**config.mk**
```make
export PLATFORM = sky130hd
export DESIGN_NAME = i2c_target_bit_engine_unit_flat
export DESIGN_NICKNAME = d
export VERILOG_FILES = /design/src/hw/rtl/i2cte_pkg.sv /design/src/hw/rtl/i2cte_if.sv /design/src/hw/rtl/i2c_target_bit_engine_unit.sv /design/src/hw/rtl/i2cte_front.sv /design/src/hw/rtl/i2cte_cmd_queue.sv /design/src/hw/rtl/i2cte_back.sv /design/src/hw/rtl/i2cte_cmd_queue_wrap_note.sv /design/src/flat_wrapper.sv
export SDC_FILE = /design/constraint.sdc
export NUM_CORES = 1
export LEC_CHECK = 0
export ABC_AREA = 1
export BUFFER_PORTS_ARGS = -buffer_cell sky130_fd_sc_hd__buf_2
export CORE_MARGIN = 1.5
export CORE_UTILIZATION = 35
export DETAILED_ROUTE_END_ITERATION = 8
export PLACE_DENSITY_LB_ADDON = 0.15
export RECOVER_POWER = 25
export SKIP_LAST_GASP = 1
export SYNTH_ARGS = -nofsm -noshare
export SYNTH_HDL_FRONTEND = slang
export SYNTH_SLANG_ARGS = --single-unit
```
**constraint.sdc**
```tcl
create_clock -name clk -period 7.2 [get_ports clk]
set_input_delay 2.16 -clock clk [delete_from_list [all_inputs] [get_ports clk]]
set_output_delay 2.16 -clock clk [all_outputs]
set_load 0.1 [all_outputs]
```
**src/hw/rtl/i2cte_pkg.sv**
```systemverilog
// ----------------------------------------------------------------------------
// i2cte_pkg
// Shared types and constants of the I2C target bit engine: command codes
// passed from the line front end to the execution unit, bus phases, event
// codes and configuration register indexes.
// ----------------------------------------------------------------------------
package i2cte_pkg;

	// input operation codes
	localparam logic OP_LINE_TICK = 1'b0;
	localparam logic OP_LOAD      = 1'b1;

	// configuration register indexes
	localparam logic CFG_OWN_ADDRESS = 1'b0;
	localparam logic CFG_ACK_ENABLE  = 1'b1;

	localparam int ADDR_W  = 7;
	localparam int BYTE_W  = 8;
	localparam int SLOT_W  = 4;
	localparam int QUEUE_W = 2;

	localparam logic [SLOT_W-1:0] SLOT_FIRST = 4'd0;
	localparam logic [SLOT_W-1:0] SLOT_LAST  = 4'd8;
	localparam logic [SLOT_W-1:0] SLOT_MSB   = 4'd7;
	localparam logic [BYTE_W-1:0] BIT7_MASK  = 8'h80;
	// latched address after reset: inverse of a zero own address
	localparam logic [BYTE_W-1:0] LATCH_RESET = 8'hFF;

	typedef enum logic [2:0] {
		CMD_NOP,
		CMD_LOAD,
		CMD_START,
		CMD_STOP,
		CMD_FALL
	} cmd_kind_t;

	typedef enum logic [1:0] {
		PH_IDLE,
		PH_ADDR,
		PH_RECV,
		PH_SEND
	} phase_t;

	typedef enum logic [1:0] {
		EV_NONE,
		EV_RX_BYTE,
		EV_WRITE_END,
		EV_READ_REQ
	} event_t;

	typedef struct packed {
		cmd_kind_t         kind;
		logic              sda;
		logic [BYTE_W-1:0] load_byte;
	} cmd_t;

	typedef struct packed {
		logic [ADDR_W-1:0] own_address;
		logic              ack_enable;
	} cfg_t;

endpackage

```
**src/hw/rtl/i2cte_if.sv**
```systemverilog
// ----------------------------------------------------------------------------
// i2cte_if
// Valid/ready channels of the I2C target bit engine: the request channel
// (line samples and transmit loads) and the response channel.
// ----------------------------------------------------------------------------
interface i2cte_in_if;
	logic       valid;
	logic       ready;
	logic       operation;
	logic       sda_level;
	logic       scl_level;
	logic [7:0] load_byte;

	modport source (output valid, output operation, output sda_level,
		output scl_level, output load_byte, input ready);
	modport sink (input valid, input operation, input sda_level,
		input scl_level, input load_byte, output ready);
endinterface

interface i2cte_out_if;
	logic       valid;
	logic       ready;
	logic       sda_pull_low;
	logic [1:0] event_kind;
	logic [7:0] rx_data;
	logic       fifo_overflow;

	modport source (output valid, output sda_pull_low, output event_kind,
		output rx_data, output fifo_overflow, input ready);
	modport sink (input valid, input sda_pull_low, input event_kind,
		input rx_data, input fifo_overflow, output ready);
endinterface

```
**src/hw/rtl/i2c_target_bit_engine_unit.sv**
```systemverilog
// ----------------------------------------------------------------------------
// i2c_target_bit_engine_unit
// Seven-bit I2C target engine driven by sampled SDA/SCL levels and transmit
// byte loads.
// ----------------------------------------------------------------------------
// Every request item (a line sample or a transmit load) gives exactly one
// response item with the current SDA drive, an event code, the received byte
// and the overflow flag. The unit takes one item per clock when the response
// side keeps up: the front end classifies the line sample against the
// previous levels, a two-entry queue decouples it from the execution unit,
// and the execution unit retires one command per cycle into an output
// register. A request is registered in the queue entry and its response in
// the output register; the queue does not pass a command straight through.
// The transmit FIFO is a TX_DEPTH x 8 memory whose head
// entry is read ahead into a register, so a byte pop needs no separate read.
// Reset needs no clearing pass. The user must write configuration only while
// no item is in flight; the block itself does not enforce this.
// ----------------------------------------------------------------------------
module i2c_target_bit_engine_unit #(
	parameter int TX_DEPTH = 16
) (
	input  logic                         clk,
	input  logic                         arst_n,
	i2cte_in_if.sink                     req,
	i2cte_out_if.source                  rsp,
	input  logic                         cfg_we,
	input  logic                         cfg_index,
	input  logic [i2cte_pkg::ADDR_W-1:0] cfg_wdata
);

	i2cte_pkg::cfg_t cfg;
	i2cte_pkg::cmd_t push_cmd;
	i2cte_pkg::cmd_t pop_cmd;
	logic            push_valid;
	logic            push_ready;
	logic            pop_valid;
	logic            pop_ready;

	i2cte_cfg_regs u_cfg (
		.clk       (clk),
		.arst_n    (arst_n),
		.cfg_we    (cfg_we),
		.cfg_index (cfg_index),
		.cfg_wdata (cfg_wdata),
		.cfg       (cfg)
	);

	i2cte_front u_front (
		.clk        (clk),
		.arst_n     (arst_n),
		.req        (req),
		.push_valid (push_valid),
		.push_cmd   (push_cmd),
		.push_ready (push_ready)
	);

	i2cte_cmd_queue u_queue (
		.clk        (clk),
		.arst_n     (arst_n),
		.push_valid (push_valid),
		.push_cmd   (push_cmd),
		.push_ready (push_ready),
		.pop_valid  (pop_valid),
		.pop_cmd    (pop_cmd),
		.pop_ready  (pop_ready)
	);

	i2cte_back #(
		.TX_DEPTH (TX_DEPTH)
	) u_back (
		.clk       (clk),
		.arst_n    (arst_n),
		.cfg       (cfg),
		.cmd_valid (pop_valid),
		.cmd       (pop_cmd),
		.cmd_ready (pop_ready),
		.rsp       (rsp)
	);

endmodule

```
**src/hw/rtl/i2cte_front.sv**
```systemverilog
// ----------------------------------------------------------------------------
// i2cte_front
// Accepts request items, tracks the previous line levels and classifies each
// item as a load, START, STOP, SCL fall or no-op command.
// ----------------------------------------------------------------------------
module i2cte_front (
	input  logic              clk,
	input  logic              arst_n,
	i2cte_in_if.sink          req,
	output logic              push_valid,
	output i2cte_pkg::cmd_t   push_cmd,
	input  logic              push_ready
);

	logic prev_sda_q;
	logic prev_scl_q;
	logic sda_changed;
	logic scl_fell;
	logic accept;

	assign req.ready  = push_ready;
	assign push_valid = req.valid;
	assign accept     = req.valid & push_ready;

	assign sda_changed = req.sda_level != prev_sda_q;
	assign scl_fell    = prev_scl_q & ~req.scl_level;

	always_comb begin
		push_cmd.sda       = req.sda_level;
		push_cmd.load_byte = req.load_byte;
		if (req.operation == i2cte_pkg::OP_LOAD) begin
			push_cmd.kind = i2cte_pkg::CMD_LOAD;
		end else if (req.scl_level && sda_changed && !req.sda_level) begin
			push_cmd.kind = i2cte_pkg::CMD_START;
		end else if (req.scl_level && sda_changed) begin
			push_cmd.kind = i2cte_pkg::CMD_STOP;
		end else if (scl_fell) begin
			push_cmd.kind = i2cte_pkg::CMD_FALL;
		end else begin
			push_cmd.kind = i2cte_pkg::CMD_NOP;
		end
	end

	// loads leave the edge history alone
	always_ff @(posedge clk or negedge arst_n) begin
		if (!arst_n) begin
			prev_sda_q <= 1'b1;
			prev_scl_q <= 1'b1;
		end else if (accept && req.operation == i2cte_pkg::OP_LINE_TICK) begin
			prev_sda_q <= req.sda_level;
			prev_scl_q <= req.scl_level;
		end
	end

endmodule

```
**src/hw/rtl/i2cte_cmd_queue.sv**
```systemverilog
// ----------------------------------------------------------------------------
// i2cte_cmd_queue
// Two-entry command queue between the front end and the execution unit.
// ----------------------------------------------------------------------------
module i2cte_cmd_queue (
	input  logic              clk,
	input  logic              arst_n,
	input  logic              push_valid,
	input  i2cte_pkg::cmd_t   push_cmd,
	output logic              push_ready,
	output logic              pop_valid,
	output i2cte_pkg::cmd_t   pop_cmd,
	input  logic              pop_ready
);

	i2cte_pkg::cmd_t                 entry_q [2];
	logic                            wr_ptr_q;
	logic                            rd_ptr_q;
	logic [i2cte_pkg::QUEUE_W-1:0]   count_q;
	logic                            do_push;
	logic                            do_pop;

	assign push_ready = count_q != 2'd2;
	assign pop_valid  = count_q != 2'd0;
	assign pop_cmd    = entry_q[rd_ptr_q];
	assign do_push    = push_valid & push_ready;
	assign do_pop     = pop_valid & pop_ready;

	always_ff @(posedge clk) begin
		if (do_push) begin
			entry_q[wr_ptr_q] <= push_cmd;
		end
	end

	always_ff @(posedge clk or negedge arst_n) begin
		if (!arst_n) begin
			wr_ptr_q <= 1'b0;
			rd_ptr_q <= 1'b0;
			count_q  <= '0;
		end else begin
			if (do_push) begin
				wr_ptr_q <= ~wr_ptr_q;
			end
			if (do_pop) begin
				rd_ptr_q <= ~rd_ptr_q;
			end
			case ({do_push, do_pop})
				2'b10:   count_q <= count_q + 2'd1;
				2'b01:   count_q <= count_q - 2'd1;
				default: count_q <= count_q;
			endcase
		end
	end

endmodule

```
**src/hw/rtl/i2cte_back.sv**
```systemverilog
// ----------------------------------------------------------------------------
// i2cte_back
// Execution unit: runs one command per cycle while the response output is
// not stalled, against the bus phase, bit slot counter, shift registers and
// transmit FIFO, and registers the result.
module i2cte_back #(
	parameter int TX_DEPTH = 16
) (
	input  logic              clk,
	input  logic              arst_n,
	input  i2cte_pkg::cfg_t   cfg,
	input  logic              cmd_valid,
	input  i2cte_pkg::cmd_t   cmd,
	output logic              cmd_ready,
	i2cte_out_if.source       rsp
);

	localparam int PTR_W = $clog2(TX_DEPTH);
	localparam int CNT_W = $clog2(TX_DEPTH + 1);
	localparam int SUM_W = CNT_W + 1;
	localparam logic [CNT_W-1:0] DEPTH_C  = CNT_W'(TX_DEPTH);
	localparam logic [SUM_W-1:0] DEPTH_S  = SUM_W'(TX_DEPTH);
	localparam logic [PTR_W-1:0] PTR_LAST = PTR_W'(TX_DEPTH - 1);

	logic [i2cte_pkg::BYTE_W-1:0] mem [TX_DEPTH];
	logic [i2cte_pkg::BYTE_W-1:0] head_data_q;

	i2cte_pkg::phase_t             phase_q, phase_d;
	logic [i2cte_pkg::SLOT_W-1:0]  bit_q, bit_d;
	logic [i2cte_pkg::BYTE_W-1:0]  rx_q, rx_d;
	logic [i2cte_pkg::BYTE_W-1:0]  tx_q, tx_d;
	logic [i2cte_pkg::BYTE_W-1:0]  latched_q, latched_d;
	logic                          host_writing_q, host_writing_d;
	logic                          drive_q, drive_d;
	logic [CNT_W-1:0]              tx_count_q, tx_count_d;
	logic [PTR_W-1:0]              tx_head_q, tx_head_d;

	logic                          out_valid_q;
	logic                          out_drive_q;
	i2cte_pkg::event_t             out_event_q, ev;
	logic [i2cte_pkg::BYTE_W-1:0]  out_data_q, data;
	logic                          out_ovf_q, ovf;

	logic                          pop;
	logic                          mem_we;
	logic [SUM_W-1:0]              wr_sum;
	logic [PTR_W-1:0]              wr_addr;
	logic [i2cte_pkg::SLOT_W-1:0]  slot;
	logic [i2cte_pkg::BYTE_W-1:0]  rx_new;
	logic [PTR_W-1:0]              head_inc;

	assign cmd_ready = !out_valid_q || rsp.ready;
	assign pop       = cmd_valid && cmd_ready;

	// FIFO tail address: head plus fill count, wrapped once
	assign wr_sum  = SUM_W'(tx_head_q) + SUM_W'(tx_count_q);
	assign wr_addr = (wr_sum >= DEPTH_S) ? PTR_W'(wr_sum - DEPTH_S) : PTR_W'(wr_sum);
	assign head_inc = (tx_head_q == PTR_LAST) ? '0 : tx_head_q + 1'b1;

	// slot counts past the last act as the last
	assign slot   = (bit_q >= i2cte_pkg::SLOT_LAST) ? i2cte_pkg::SLOT_LAST : bit_q;
	assign rx_new = rx_q | (cmd.sda ? (i2cte_pkg::BIT7_MASK >> (slot - 4'd1))
		: '0);

	always_comb begin
		phase_d        = phase_q;
		bit_d          = bit_q;
		rx_d           = rx_q;
		tx_d           = tx_q;
		latched_d      = latched_q;
		host_writing_d = host_writing_q;
		drive_d        = drive_q;
		tx_count_d     = tx_count_q;
		tx_head_d      = tx_head_q;
		ev             = i2cte_pkg::EV_NONE;
		data           = '0;
		ovf            = 1'b0;
		mem_we         = 1'b0;
		if (pop) begin
			case (cmd.kind)
				i2cte_pkg::CMD_LOAD: begin
					if (tx_count_q < DEPTH_C) begin
						mem_we     = 1'b1;
						tx_count_d = tx_count_q + 1'b1;
					end else begin
						ovf = 1'b1;
					end
				end
				i2cte_pkg::CMD_START: begin
					phase_d        = i2cte_pkg::PH_ADDR;
					bit_d          = i2cte_pkg::SLOT_FIRST;
					rx_d           = '0;
					host_writing_d = 1'b1;
					drive_d        = 1'b0;
				end
				i2cte_pkg::CMD_STOP: begin
					if (host_writing_q && latched_q[7:1] == cfg.own_address) begin
						ev = i2cte_pkg::EV_WRITE_END;
					end
					phase_d        = i2cte_pkg::PH_IDLE;
					bit_d          = i2cte_pkg::SLOT_FIRST;
					rx_d           = '0;
					host_writing_d = 1'b1;
					latched_d      = ~{cfg.own_address, 1'b0};
					tx_count_d     = '0;
					tx_head_d      = '0;
					drive_d        = 1'b0;
				end
				i2cte_pkg::CMD_FALL: begin
					if (cfg.ack_enable) begin
						drive_d = 1'b0;
					end
					if (phase_q inside {i2cte_pkg::PH_ADDR, i2cte_pkg::PH_RECV}) begin
						if (bit_q == i2cte_pkg::SLOT_FIRST) begin
							bit_d = 4'd1;
						end else if (slot < i2cte_pkg::SLOT_LAST) begin
							rx_d  = rx_new;
							bit_d = bit_q + 4'd1;
						end else begin
							if (phase_q == i2cte_pkg::PH_ADDR) begin
								if (rx_new[7:1] == cfg.own_address) begin
									latched_d = rx_new;
									if (cfg.ack_enable) begin
										drive_d = 1'b1;
									end
									if (rx_new[0]) begin
										phase_d        = i2cte_pkg::PH_SEND;
										host_writing_d = 1'b0;
										ev             = i2cte_pkg::EV_READ_REQ;
									end else begin
										phase_d = i2cte_pkg::PH_RECV;
									end
								end else begin
									phase_d = i2cte_pkg::PH_IDLE;
								end
							end else begin
								if (cfg.ack_enable) begin
									drive_d = 1'b1;
								end
								ev   = i2cte_pkg::EV_RX_BYTE;
								data = rx_new;
							end
							bit_d = i2cte_pkg::SLOT_FIRST;
							rx_d  = '0;
						end
					end else if (phase_q == i2cte_pkg::PH_SEND) begin
						if (bit_q == i2cte_pkg::SLOT_FIRST) begin
							if (tx_count_q == '0) begin
								phase_d = i2cte_pkg::PH_IDLE;
								drive_d = 1'b0;
							end else begin
								tx_d       = head_data_q;
								tx_head_d  = head_inc;
								tx_count_d = tx_count_q - 1'b1;
								drive_d    = ~head_data_q[7];
								bit_d      = 4'd1;
							end
						end else if (slot < i2cte_pkg::SLOT_LAST) begin
							drive_d = ~tx_q[3'(i2cte_pkg::SLOT_MSB - bit_q)];
							bit_d   = bit_q + 4'd1;
						end else begin
							// release for the master's ack slot
							drive_d = 1'b0;
							bit_d   = i2cte_pkg::SLOT_FIRST;
						end
					end
				end
				default: begin
				end
			endcase
		end
	end

	// FIFO storage with a registered read of the next head entry
	always_ff @(posedge clk) begin
		if (mem_we) begin
			mem[wr_addr] <= cmd.load_byte;
		end
		if (mem_we && wr_addr == tx_head_d) begin
			head_data_q <= cmd.load_byte;
		end else begin
			head_data_q <= mem[tx_head_d];
		end
	end

	always_ff @(posedge clk or negedge arst_n) begin
		if (!arst_n) begin
			phase_q        <= i2cte_pkg::PH_IDLE;
			bit_q          <= i2cte_pkg::SLOT_FIRST;
			rx_q           <= '0;
			tx_q           <= '0;
			latched_q      <= i2cte_pkg::LATCH_RESET;
			host_writing_q <= 1'b1;
			drive_q        <= 1'b0;
			tx_count_q     <= '0;
			tx_head_q      <= '0;
		end else begin
			phase_q        <= phase_d;
			bit_q          <= bit_d;
			rx_q           <= rx_d;
			tx_q           <= tx_d;
			latched_q      <= latched_d;
			host_writing_q <= host_writing_d;
			drive_q        <= drive_d;
			tx_count_q     <= tx_count_d;
			tx_head_q      <= tx_head_d;
		end
	end

	always_ff @(posedge clk or negedge arst_n) begin
		if (!arst_n) begin
			out_valid_q <= 1'b0;
		end else if (pop) begin
			out_valid_q <= 1'b1;
		end else if (rsp.ready) begin
			out_valid_q <= 1'b0;
		end
	end

	always_ff @(posedge clk) begin
		if (pop) begin
			out_drive_q <= drive_d;
			out_event_q <= ev;
			out_data_q  <= data;
			out_ovf_q   <= ovf;
		end
	end

	assign rsp.valid         = out_valid_q;
	assign rsp.sda_pull_low  = out_drive_q;
	assign rsp.event_kind    = out_event_q;
	assign rsp.rx_data       = out_data_q;
	assign rsp.fifo_overflow = out_ovf_q;

`ifndef SYNTHESIS
	a_count_bound: assert property (@(posedge clk) disable iff (!arst_n)
		tx_count_q <= DEPTH_C)
		else $error("transmit FIFO count above depth");

	a_slot_bound: assert property (@(posedge clk) disable iff (!arst_n)
		bit_q <= i2cte_pkg::SLOT_LAST)
		else $error("bit slot counter out of range");

	a_stop_flush: assert property (@(posedge clk) disable iff (!arst_n)
		pop && cmd.kind == i2cte_pkg::CMD_STOP |=> tx_count_q == '0 && tx_head_q == '0)
		else $error("STOP did not empty the transmit FIFO");

	a_send_is_read: assert property (@(posedge clk) disable iff (!arst_n)
		phase_q == i2cte_pkg::PH_SEND |-> !host_writing_q)
		else $error("transmit phase during a master write");

	a_ovf_only_load: assert property (@(posedge clk) disable iff (!arst_n)
		pop && ovf |-> cmd.kind == i2cte_pkg::CMD_LOAD && tx_count_q == DEPTH_C)
		else $error("overflow flagged without a load into a full FIFO");
`endif

endmodule

```
**src/hw/rtl/i2cte_cmd_queue_wrap_note.sv**
```systemverilog
// ----------------------------------------------------------------------------
// i2cte_cfg_regs
// Configuration registers of the I2C target bit engine: own address and
// acknowledge enable, written through a plain indexed write port.
// ----------------------------------------------------------------------------
module i2cte_cfg_regs (
	input  logic                           clk,
	input  logic                           arst_n,
	input  logic                           cfg_we,
	input  logic                           cfg_index,
	input  logic [i2cte_pkg::ADDR_W-1:0]   cfg_wdata,
	output i2cte_pkg::cfg_t                cfg
);

	logic [i2cte_pkg::ADDR_W-1:0] own_address_q;
	logic                         ack_enable_q;

	always_ff @(posedge clk or negedge arst_n) begin
		if (!arst_n) begin
			own_address_q <= '0;
			ack_enable_q  <= 1'b0;
		end else if (cfg_we) begin
			case (cfg_index)
				i2cte_pkg::CFG_OWN_ADDRESS: own_address_q <= cfg_wdata;
				i2cte_pkg::CFG_ACK_ENABLE:  ack_enable_q  <= cfg_wdata[0];
				default: begin
				end
			endcase
		end
	end

	assign cfg.own_address = own_address_q;
	assign cfg.ack_enable  = ack_enable_q;

endmodule
```
**src/flat_wrapper.sv**
```systemverilog
// flat-port wrapper written by rule: the top's interface ports become plain ports
module i2c_target_bit_engine_unit_flat 
#(
	parameter int TX_DEPTH = 16
)
  (clk, arst_n, cfg_we, cfg_index, cfg_wdata, req_valid, req_operation, req_sda_level, req_scl_level, req_load_byte, req_ready, rsp_valid, rsp_sda_pull_low, rsp_event_kind, rsp_rx_data, rsp_fifo_overflow, rsp_ready);
  i2cte_in_if req_i ();
  i2cte_out_if rsp_i ();
  input  logic clk;
  input  logic arst_n;
  input  logic cfg_we;
  input  logic cfg_index;
  input  logic [i2cte_pkg::ADDR_W-1:0] cfg_wdata;
  input wire logic [$bits(req_i.valid)-1:0] req_valid;
  input wire logic [$bits(req_i.operation)-1:0] req_operation;
  input wire logic [$bits(req_i.sda_level)-1:0] req_sda_level;
  input wire logic [$bits(req_i.scl_level)-1:0] req_scl_level;
  input wire logic [$bits(req_i.load_byte)-1:0] req_load_byte;
  output wire logic [$bits(req_i.ready)-1:0] req_ready;
  output wire logic [$bits(rsp_i.valid)-1:0] rsp_valid;
  output wire logic [$bits(rsp_i.sda_pull_low)-1:0] rsp_sda_pull_low;
  output wire logic [$bits(rsp_i.event_kind)-1:0] rsp_event_kind;
  output wire logic [$bits(rsp_i.rx_data)-1:0] rsp_rx_data;
  output wire logic [$bits(rsp_i.fifo_overflow)-1:0] rsp_fifo_overflow;
  input wire logic [$bits(rsp_i.ready)-1:0] rsp_ready;
  assign req_i.valid = req_valid;
  assign req_i.operation = req_operation;
  assign req_i.sda_level = req_sda_level;
  assign req_i.scl_level = req_scl_level;
  assign req_i.load_byte = req_load_byte;
  assign req_ready = req_i.ready;
  assign rsp_valid = rsp_i.valid;
  assign rsp_sda_pull_low = rsp_i.sda_pull_low;
  assign rsp_event_kind = rsp_i.event_kind;
  assign rsp_rx_data = rsp_i.rx_data;
  assign rsp_fifo_overflow = rsp_i.fifo_overflow;
  assign rsp_i.ready = rsp_ready;
  i2c_target_bit_engine_unit #(.TX_DEPTH(TX_DEPTH)) u_core (.clk(clk), .arst_n(arst_n), .req(req_i), .rsp(rsp_i), .cfg_we(cfg_we), .cfg_index(cfg_index), .cfg_wdata(cfg_wdata));
endmodule
```
[Word level (Yosys, flattened, before mapping)]
Memories as Yosys holds them, arrays and structs flattened. A register that Yosys moved wholly into a read port is not among the register bits.
Cells that the tools add are included.
Operators by class
  shifts and indexed selects: 1
  reduce and logical (&&, ||, !) cells: 29
  mux-type cells: 88
  bitwise gates (word level): 15
  equal/unequal tests: 32
  $lt $le $gt $ge: 5
  add/subtract/negate cells: 10
Operator list (number)
  2-to-1 mux 8 bit: 9
  2-to-1 mux 4 bit: 14
  one-hot mux 8 bit (2 select lines): 2
  2-to-1 mux 1 bit: 30
  2-to-1 mux 2 bit: 15
  2-to-1 mux 5 bit: 5
  != test 2 bit (second input constant): 12
  != test 3 bit (second input constant): 6
  one-hot mux 4 bit (2 select lines): 2
  AND reduction 8 bit: 2
  one-hot mux 5 bit (3 select lines): 1
  equality test 7 bit: 2
  AND reduction 7 bit: 2
  2-to-1 mux 3 bit: 4
  nonzero test 2 bit: 6
  NOT 1 bit: 10
  adder 4 x 1 -> 4 bit (second input constant): 2
  NOT 8 bit: 1
  bitwise OR 8 bit: 1
  one-hot mux 2 bit (2 select lines): 2
  AND reduction 4 bit: 2
  >> shifter 8 x 4 -> 8 bit (first input constant): 1
  subtractor 4 x 1 -> 4 bit (second input constant): 2
  adder 4 x 5 -> 6 bit: 1
  other kinds (32): 46
Word-level totals
  memory bits (writable): 152
  input bits: 24
  flip-flop bits (word level): 68
  memories kept: 2
Memory list
  u_core.u_back.mem: depth 16, width 8, read ports 1, clocked after memory_dff 1, wr ports 1, RTL line i2cte_back.sv:25  | logic [i2cte_pkg::BYTE_W-1:0] mem [TX_DEPTH];
  u_core.u_queue.entry_q: depth 2, width 12, read ports 1, clocked after memory_dff 0, wr ports 1, RTL line i2cte_cmd_queue.sv:16  | i2cte_pkg::cmd_t entry_q [2];

[Logic depth before layout (Yosys ltp)]
Gate-level depths: netlist of run 1.
  depth after elaboration: 14
  mapped depth: 16

[Hierarchy]
From an unflattened synthesis of run 1, not the netlist that was laid out.
Unflattened totals
  cells, all modules: 931
  area total of the unflattened synthesis: 10060.9 um2
Modules (own cells, without submodules)
  i2cte_back: cells each 774, area each 8391.8 um2, instances 1
  i2cte_cmd_queue: cells each 92, area each 1119.8 um2, instances 1
  i2cte_cfg_regs: cells each 37, area each 340.3 um2, instances 1
  i2cte_front: cells each 28, area each 209.0 um2, instances 1

[Least setup slack after synthesis of run 1]
No wires, ideal clock.
  path kind: input-to-reg
  start point: in rsp_ready
  end point: mem u_core.u_back.mem[12][0] (netlist name), enable pin
  stages on the path: 6
  required time: 6.830 ns
  setup slack: 2.849 ns
  data arrival time: 3.980 ns
  path buffers: 0
  cells stage by stage: nor2_1 > a21oi_2 > inv_1 > nor3_1 > nand3_1 > nor2_1
On the way
  longest elaborated chain between the ends: 5
Ends and longest elaborated chain
  from (decl): RTL line flat_wrapper.sv:25  | input wire logic [$bits(rsp_i.ready)-1:0] rsp_ready;
  logical OR 1 bit: RTL line i2cte_back.sv:52  | assign cmd_ready = !out_valid_q || rsp.ready;
  logical AND 1 bit: RTL line i2cte_back.sv:53  | assign pop = cmd_valid && cmd_ready;
  net u_core.u_back.pop: RTL line i2cte_back.sv:44  | logic pop;
  2-to-1 mux 1 bit: RTL line i2cte_back.sv:79  | if (pop) begin
  2-to-1 mux 1 bit: RTL line i2cte_back.sv:176  | if (mem_we) begin
  2-to-1 mux 1 bit (not written as such): RTL line i2cte_back.sv:177  | mem[wr_addr] <= cmd.load_byte;
  to (decl): RTL line i2cte_back.sv:25
The timed path passes the listed nets, and every way through them passes these cells.

[Worst setup path in the final report of run 1]
  start point: in rsp_ready
  end point: mem u_core.u_back.mem[8][0] (netlist name), enable pin
Same word-level chain as after synthesis.

==> results of run 1 <==
==> cell type report <==
class | instances | area (um^2) | share of cell area (%)
tap | 378 | 473 | 4.22
multi-input combinational | 547 | 3010 | 26.9
inverter | 82 | 310 | 2.77
timing repair buffer | 43 | 228 | 2.03
clock inverter | 11 | 80.1 | 0.715
clock buffer | 34 | 701 | 6.26
sequential | 223 | 6400 | 57.1
==> worst max-delay path, delay by kind of cell <==
kind / cells / cell delay, ps
AND/OR/NAND/NOR: 4 / 1690
buffers and inverters: 2 / 260
AO/OA/AOI/OAI: 1 / 120
==> path summary, 6_finish.rpt <==
kind / from / endpoint / slack, ps / depth (start not counted)
max: rsp_ready / u_core.u_back.mem[8][0]$_DFFE_PP_ / 3100 / 7
min: u_core.u_back.latched_q[1]$_DFFE_PN1P_ / u_core.u_back.latched_q[1]$_DFFE_PN1P_ / 490 / 2
max reg2reg: u_core.u_queue.rd_ptr_q$_DFFE_PN0P_ / u_core.u_back.mem[8][0]$_DFFE_PP_ / 3460 / 8
min reg2reg: u_core.u_back.latched_q[1]$_DFFE_PN1P_ / u_core.u_back.latched_q[1]$_DFFE_PN1P_ / 490 / 2
max in group asynchronous: arst_n / u_core.u_back.tx_head_q[1]$_DFF_PN0_ / 4910 / 2
min in group asynchronous: arst_n / u_core.u_back.rx_q[1]$_DFFE_PN0P_ / 1790 / 2
==> cell usage in the layout (no fill, tap or decap), drive strengths merged, types with 4 or more instances in the layout <==
master and instances:
clkbuf 36, nand3 35, xnor2 5, o21ai 79
a31oi 9, nor3 6, o211ai 17, a211oi 7
nor2 135, inv 83, dfstp 10, buf 41
o32ai 11, o31ai 4, mux2i 17, o221ai 17
xor2 7, nand2 138, a21oi 32, ha 14
clkinv 9, edfxtp 164, dfrtp 45, dfxtp 4
==> Yosys cell counts (all sizes together) <==
cell type    n
inv         82
or2          2
o22ai        3
nor3         6
xnor2        5
dfstp       10
mux2i       17
o211ai      17
o21ai       79
edfxtp     164
ha          14
nor2       135
a31oi        9
fa           2
dfxtp        4
o221ai      17
a21oi       32
nand3       35
clkbuf      17
o32ai       11
nand4        3
a22oi        2
a211oi       7
o31ai        4
nand3b       1
buf         13
nor4         1
xor2         7
dfrtp       45
nand2      138
==> through the flow <==
step / instances / setup slack [ps] / power, W / cell area, um^2
after floorplan: 882 / 2850 / 0.00283 / 9850
after global placement: 1273 / 2650 / 0.00327 / 10400
after detailed placement: 1273 / 2610 / 0.00327 / 10400
after CTS: 1318 / 3150 / 0.00449 / 11200
after global routing: 1318 / 3050 / 0.00468 / 11200
final: 1318 / 3100 / 0.00443 / 11200
==> power by group <==
group / switching, W / internal (W) / total (W)
sequential: 0.000112 / 0.00170 / 0.00181
combinational: 0.00109 / 0.000319 / 0.00141
clock: 0.000500 / 0.000715 / 0.00122
total: 0.00170 / 0.00273 / 0.00443
==> registers in the layout (all words and copies together) (netlist names), named ones only <==
register and cells:
u_core.u_back.tx_count_q 5, u_core.u_back.rsp.sda_pull_low 1, u_core.u_queue.entry_q 24, u_core.u_back.rsp.valid 1
u_core.u_queue.rd_ptr_q 1, u_core.u_back.tx_head_q 4, u_core.u_cfg.own_address_q 7, u_core.u_back.mem 128
u_core.u_cfg.ack_enable_q 1, u_core.u_queue.wr_ptr_q 1, u_core.u_back.rsp.event_kind 2, u_core.u_back.latched_q 7
u_core.u_back.rsp.fifo_overflow 1, u_core.u_queue.count_q 2, u_core.u_back.host_writing_q 1, u_core.u_front.prev_scl_q 1
u_core.u_back.rsp.rx_data 8, u_core.u_back.bit_q 4, u_core.u_back.tx_q 8, u_core.u_back.drive_q 1
u_core.u_back.phase_q 2, u_core.u_front.prev_sda_q 1, u_core.u_back.rx_q 8
==> kinds of logic (layout without fill, tap and decap cells) <==
logic type               count (synthesis)  after routing  share of synthesized area (%)
adder cells (fa/ha/maj)                 16             16                           2.18
AND/OR/NAND/NOR                        321            321                           13.9
buffers and inverters                  112            170                           4.56
flip-flops                             223            223                           64.9
AO/OA/AOI/OAI                          181            181                           11.7
XOR/XNOR                                12             12                           1.07
multiplexers                            17             17                           1.73
==> metal layers <==
metal | up-vias | track usage, % | share of wire [%]
li1 | 3178 | - | -
met2 | 133 | 26.8 | 47
met5 | - | 0 | 0
met1 | 3106 | 22.8 | 47
met4 | 0 | 4.42 | 2.3
met3 | 36 | 2.41 | 4.1
==> key figures, run 1 <==
Min path
  – Path type of the worst min-delay path: register to register

Placement
  – Routability Congestion: 0.859
  – Half-perimeter wire length of the detailed placement result: 15300 um
  – Count of buffers inserted at the top-level ports: 37

Synth
  – Synth area leader: sky130_fd_sc_hd__edfxtp_1
  – Number of cells produced by synthesis: 882
  – Register bit count reported by yosys: 223
  – Combined area of all synthesized cells: 9850 um^2
  – Synthesized area per cell: 11.2 um^2
  – Post-synth cell types: 47
  – Fraction of the yosys area taken by sequential cells: 64.9%
  – Synth area leaders: sky130_fd_sc_hd__edfxtp_1, sky130_fd_sc_hd__dfrtp_1, sky130_fd_sc_hd__nor2_1
  – Post-synth top area share: 50.0%
  – Mapped Nets: 922
  – Yosys warning total: 0

Clock network
  – Num CTS Buffers: 25
  – Maximum clock insertion buffer count: 3
  – Quantity of gates resized following cts: 0
  – Number of sinks on the clock net: 223
  – H-tree levels: 1
  – Buffers inserted during post-CTS setup optimization: 0
  – CTS tree: built
  – Hold-fix buffers, CTS: 0
  – Clk Latency, worst-skew pair: 530 ps
  – Clock root buffer: sky130_fd_sc_hd__clkbuf_16
  – Clock edge transition at the registers on the reported setup and hold paths: 60 ps

Floorplan
  – Number of placement rows: 61
  – Ports placed on the boundary: 38
  – Die height: 171 um
  – Die Area: 29200 um^2
  – Placeable core region: 27700 um^2
  – Die width: 171 um
  – Initial core utilization: 35.6%

Final layout
  – Layout overhead on the synthesized area: 13.6%
  – Fraction of final layout cells with drive strength greater than 1: 13.7%
  – End-of-flow core utilization: 40.4%
  – Final nets: 962
  – Filler cells: 2712
  – Antenna fix cells: 0

Route
  – Antenna viol nets, final: 0
  – Residual DRC count: 0
  – Wirelength per Cell: 17.6 um
  – Vias per cell: 4.90
  – Iteration-0 DRC count of the detailed router: 557
  – Vias post-DR: 6453
  – Number of detailed-route iterations in the first pass: 5
  – Wire length after detailed routing: 23200 um

Flow run
  – Number of maximum-capacitance violations: 0

Timing
  – Smallest hold slack: 489 ps
  – Max-slew headroom at the worst pin: 27.7%
  – Fin. max-slew vios: 0
  – Worst-margin pin slew: 1080 ps
  – Min cycle time layout: 4100 ps
  – Hold violation count in the final report: 0
  – Unrepaired setup endpoints after global routing: no
  – Final clock period utilization by the worst path: 56.9%
  – Maximum clock rate: 244 MHz
  – Clock skew: 27.7 ps
  – Total of endpoints with negative setup slack in the final report: 0
  – Total Neg Setup Slack: 0 ps

Critical path
  – Critical path endpoint category: register
  – Required time of the worst setup path: 7340 ps
  – Slowest stage cell, crit path: sky130_fd_sc_hd__nor2_1
  – Largest driver fanout on the critical path: 8
  – Max stage delay on crit path: 670 ps
  – Startpoint Class: primary input
  – Most common cell on crit path: sky130_fd_sc_hd__nor2_1
  – Critical path arrival: 4240 ps
  – WS Path Type: primary input to register
  – Crit-path cells: buf_2, nor2_1, a21oi_2, inv_1, nor3_1, nand3_1, nor2_1

Global routing
  – First-pass GRT wire length: 36300 um
  – Via count of the first global-routing pass: 6404
  – Total congestion overflow after global routing: 0
  – Antenna violations before repair: 0
  – Total routing resource utilization after global routing: 16.4%
  – Maximum number of pins on one net before global-route repair: 67

Power and ir drop
  – Leakage power summed over all cells: 4.20 nW
  – PwrDens: 396 nW/um^2
  – Maximum resistive drop on vdd: 0.228 mV

Outcome
  – Run status: finished clean
Note: power is estimated with default switching activity, not from simulation.
==> inputs of run 2 (changes only) <==
==> constraint.sdc (replaced) <==
create_clock -name clk -period 4.25 [get_ports clk]
set_input_delay 1.275 -clock clk [delete_from_list [all_inputs] [get_ports clk]]
set_output_delay 1.275 -clock clk [all_outputs]
set_load 0.1 [all_outputs]
==> run 2 against run 1 <==
- sequential power up 70%
- sequential share of layout area down 0.15 points
- count of clock-buffer cells in the layout unchanged
- global-route usage up 0.11 points
- non-clock buffer count up 6
- critical path depth unchanged
- die area unchanged
- largest cell class unchanged
- hold slack worse by 6.9 ps
- final cell count up 0.53%
- the run now ends with max-capacitance violations, max-slew violations left
==> key figures, run 2 (synthesis results as in run 1) <==
Final layout
  – Final cell count without fillers: 1325
  – Layout overhead on the synthesized area: 13.9%
  – Final nets: 968
  – Commonest non-fill, non-tap cell in the layout: sky130_fd_sc_hd__edfxtp_1
  – Antenna fix cells: 0
  – Top library cells by usage in the layout, fill and taps aside: sky130_fd_sc_hd__edfxtp_1, sky130_fd_sc_hd__nor2_1, sky130_fd_sc_hd__nand2_1
  – End-of-flow core utilization: 40.5%
  – Register containing the most flip-flops in the final layout: u_core.u_back.mem
  – Top flop regs: u_core.u_back.mem: 128 flops, u_core.u_queue.entry_q: 24 flops
  – Number of flip-flops in the largest register: 128
  – Fraction of final layout cells with drive strength greater than 1: 13.7%

Clock network
  – Number of sinks on the clock net: 223
  – Hold-fix buffers, CTS: 0
  – Clock edge transition at the registers on the reported setup and hold paths: 60 ps
  – Quantity of gates resized following cts: 0
  – Clock root buffer: sky130_fd_sc_hd__clkbuf_16
  – Buffers inserted during post-CTS setup optimization: 0
  – Maximum clock insertion buffer count: 3
  – H-tree levels: 1
  – Num CTS Buffers: 25
  – CTS tree: built
  – Clk Latency, worst-skew pair: 530 ps

Timing
  – Max-slew headroom at the worst pin: -29.2%
  – Worst-margin pin slew: 1940 ps
  – Clock skew: 20.1 ps
  – Unrepaired setup endpoints after global routing: no
  – Final clock period utilization by the worst path: 77.8%
  – Maximum clock rate: 302 MHz
  – Total of endpoints with negative setup slack in the final report: 0
  – Total Neg Setup Slack: 0 ps
  – Fin. max-slew vios: 35
  – Hold violation count in the final report: 0
  – Min cycle time layout: 3310 ps

Floorplan
  – Die width: 171 um
  – Placeable core region: 27700 um^2
  – Initial core utilization: 35.6%
  – Ports placed on the boundary: 38
  – Number of placement rows: 61
  – Die height: 171 um
  – Die Area: 29200 um^2

Power and ir drop
  – Clk network pwr share: 27.1%
  – Switching power summed over all nets: 0.00289 W
  – Switching share of power: 38.5%
  – Internal power summed over all cells: 0.00462 W
  – Logic gate share of total power: 31.8%
  – Share of power burned in registers: 41.0%
  – PwrDens: 669 nW/um^2
  – Leakage power summed over all cells: 4.20 nW
  – Maximum resistive drop on vdd: 0.397 mV

Global routing
  – Maximum number of pins on one net before global-route repair: 38
  – Via count of the first global-routing pass: 6384
  – Total routing resource utilization after global routing: 16.5%
  – First-pass GRT wire length: 36700 um
  – Antenna violations before repair: 0
  – Total congestion overflow after global routing: 0

Critical path
  – Origin of the worst setup path: u_core.u_queue.rd_ptr_q$_DFFE_PN0P_
  – Crit-path cells: clkbuf_1, o21ai_1, nor2_1, nand2_1, nor3_1, nand3_1, nor2_1
  – Critical path endpoint category: register
  – Startpoint Class: register
  – WS Path Type: register to register
  – Launching point of the worst reg2reg path: u_core.u_queue.rd_ptr_q$_DFFE_PN0P_
  – Slowest stage cell, crit path: sky130_fd_sc_hd__nor2_1
  – Required time of the worst setup path: 4410 ps
  – Cell family with the largest share of critical-path delay: simple AND/OR/NAND/NOR gates
  – Max stage delay on crit path: 640 ps
  – Critical path arrival: 3470 ps
  – Worst R2R Path Depth: 7
  – Worst path buffer plus inverter count: 1
  – Largest driver fanout on the critical path: 15
  – Worst R2R End: u_core.u_back.mem[4][7]$_DFFE_PP_
  – Most common cell on crit path: sky130_fd_sc_hd__nor2_1
  – Flop-to-flop setup slack: 940 ps

Placement
  – Count of buffers inserted at the top-level ports: 37
  – Routability Congestion: 0.781
  – Half-perimeter wire length of the detailed placement result: 15800 um
  – Placed Cells incl. Taps: 1279

Outcome
  – Run status: finished with violations
  – Violated checks: max-capacitance violations, max-slew violations

Route
  – Vias per cell: 4.94
  – Antenna viol nets, final: 0
  – Residual DRC count: 0
  – Wire length after detailed routing: 23300 um
  – Number of detailed-route iterations in the first pass: 5
  – Iteration-0 DRC count of the detailed router: 464
  – Vias post-DR: 6552
  – Wirelength per Cell: 17.6 um

Min path
  – Hold Path Sink: u_core.u_back.rx_q[2]$_DFFE_PN0P_
  – Launch instance of the worst min-delay path: u_core.u_back.rx_q[2]$_DFFE_PN0P_
  – Path type of the worst min-delay path: register to register
  – Number of cells on the worst hold path: 2

Flow run
  – Number of maximum-capacitance violations: 1
run 2: changes by cell type in the layout (fill, tap and decap cells not counted), sizes merged:
cell	before	now
clkbuf	36	42
clkinv	9	10
run 2: worst max-delay path by stage:
stage,depth (start not counted),slack (ps),to
after floorplan,6,780,u_core.u_back.mem[12][0]$_DFFE_PP_
after global placement,7,570,u_core.u_back.mem[13][1]$_DFFE_PP_
after detailed placement,7,490,u_core.u_back.mem[12][1]$_DFFE_PP_
after CTS,7,1030,u_core.u_back.mem[12][3]$_DFFE_PP_
after global routing,7,530,u_core.u_back.mem[13][3]$_DFFE_PP_
final,7,940,u_core.u_back.mem[4][7]$_DFFE_PP_
run 2: stage by stage:
stage / hold WS (ps) / area, um^2 / setup WS (ps) / total power [W]
floorplan: 451 / 9850 / 784 / 0.00479
global placement: 471 / 10500 / 571 / 0.00555
detailed placement: 469 / 10500 / 486 / 0.00555
CTS: 483 / 11200 / 1030 / 0.00761
global route: 506 / 11200 / 535 / 0.00793
finish: 482 / 11200 / 943 / 0.00751
run 2: routing by layer:
| layer | global-route usage, % | wire length (um) | up-vias |
|---|---|---|---|
| li1 | - | - | 3202 |
| met5 | 0 | 0 | - |
| met2 | 26.6 | 10700 | 139 |
| met3 | 2.85 | 1060 | 38 |
| met4 | 4.81 | 585 | 0 |
| met1 | 22.8 | 11000 | 3173 |
run 2: worst reg2reg max path, cell delays in order, from the launching register on:
cell                       delay, ps
sky130_fd_sc_hd__dfrtp_1         350
sky130_fd_sc_hd__clkbuf_1        540
sky130_fd_sc_hd__o21ai_1         190
sky130_fd_sc_hd__nor2_1          220
sky130_fd_sc_hd__nand2_1         120
sky130_fd_sc_hd__nor3_1          460
sky130_fd_sc_hd__nand3_1         410
sky130_fd_sc_hd__nor2_1          650
run 2: area by class of cell:
| type | instances | area (um^2) |
|---|---|---|
| timing repair buffer | 49 | 260 |
| inverter | 82 | 310 |
| sequential | 223 | 6400 |
| clock inverter | 12 | 86.3 |
| clock buffer | 34 | 689 |
| fill | 2699 | 16500 |
| tap | 378 | 473 |
| multi-input combinational | 547 | 3010 |
run 2: power by group through the flow:
stage                     sequential, W  clock [W]  combinational (W)
final                           0.00308    0.00204            0.00239
after global placement          0.00312          0            0.00242
after detailed placement        0.00313          0            0.00243
after floorplan                 0.00340          0            0.00139
after CTS                       0.00308    0.00209            0.00243
after global routing            0.00312    0.00217            0.00264
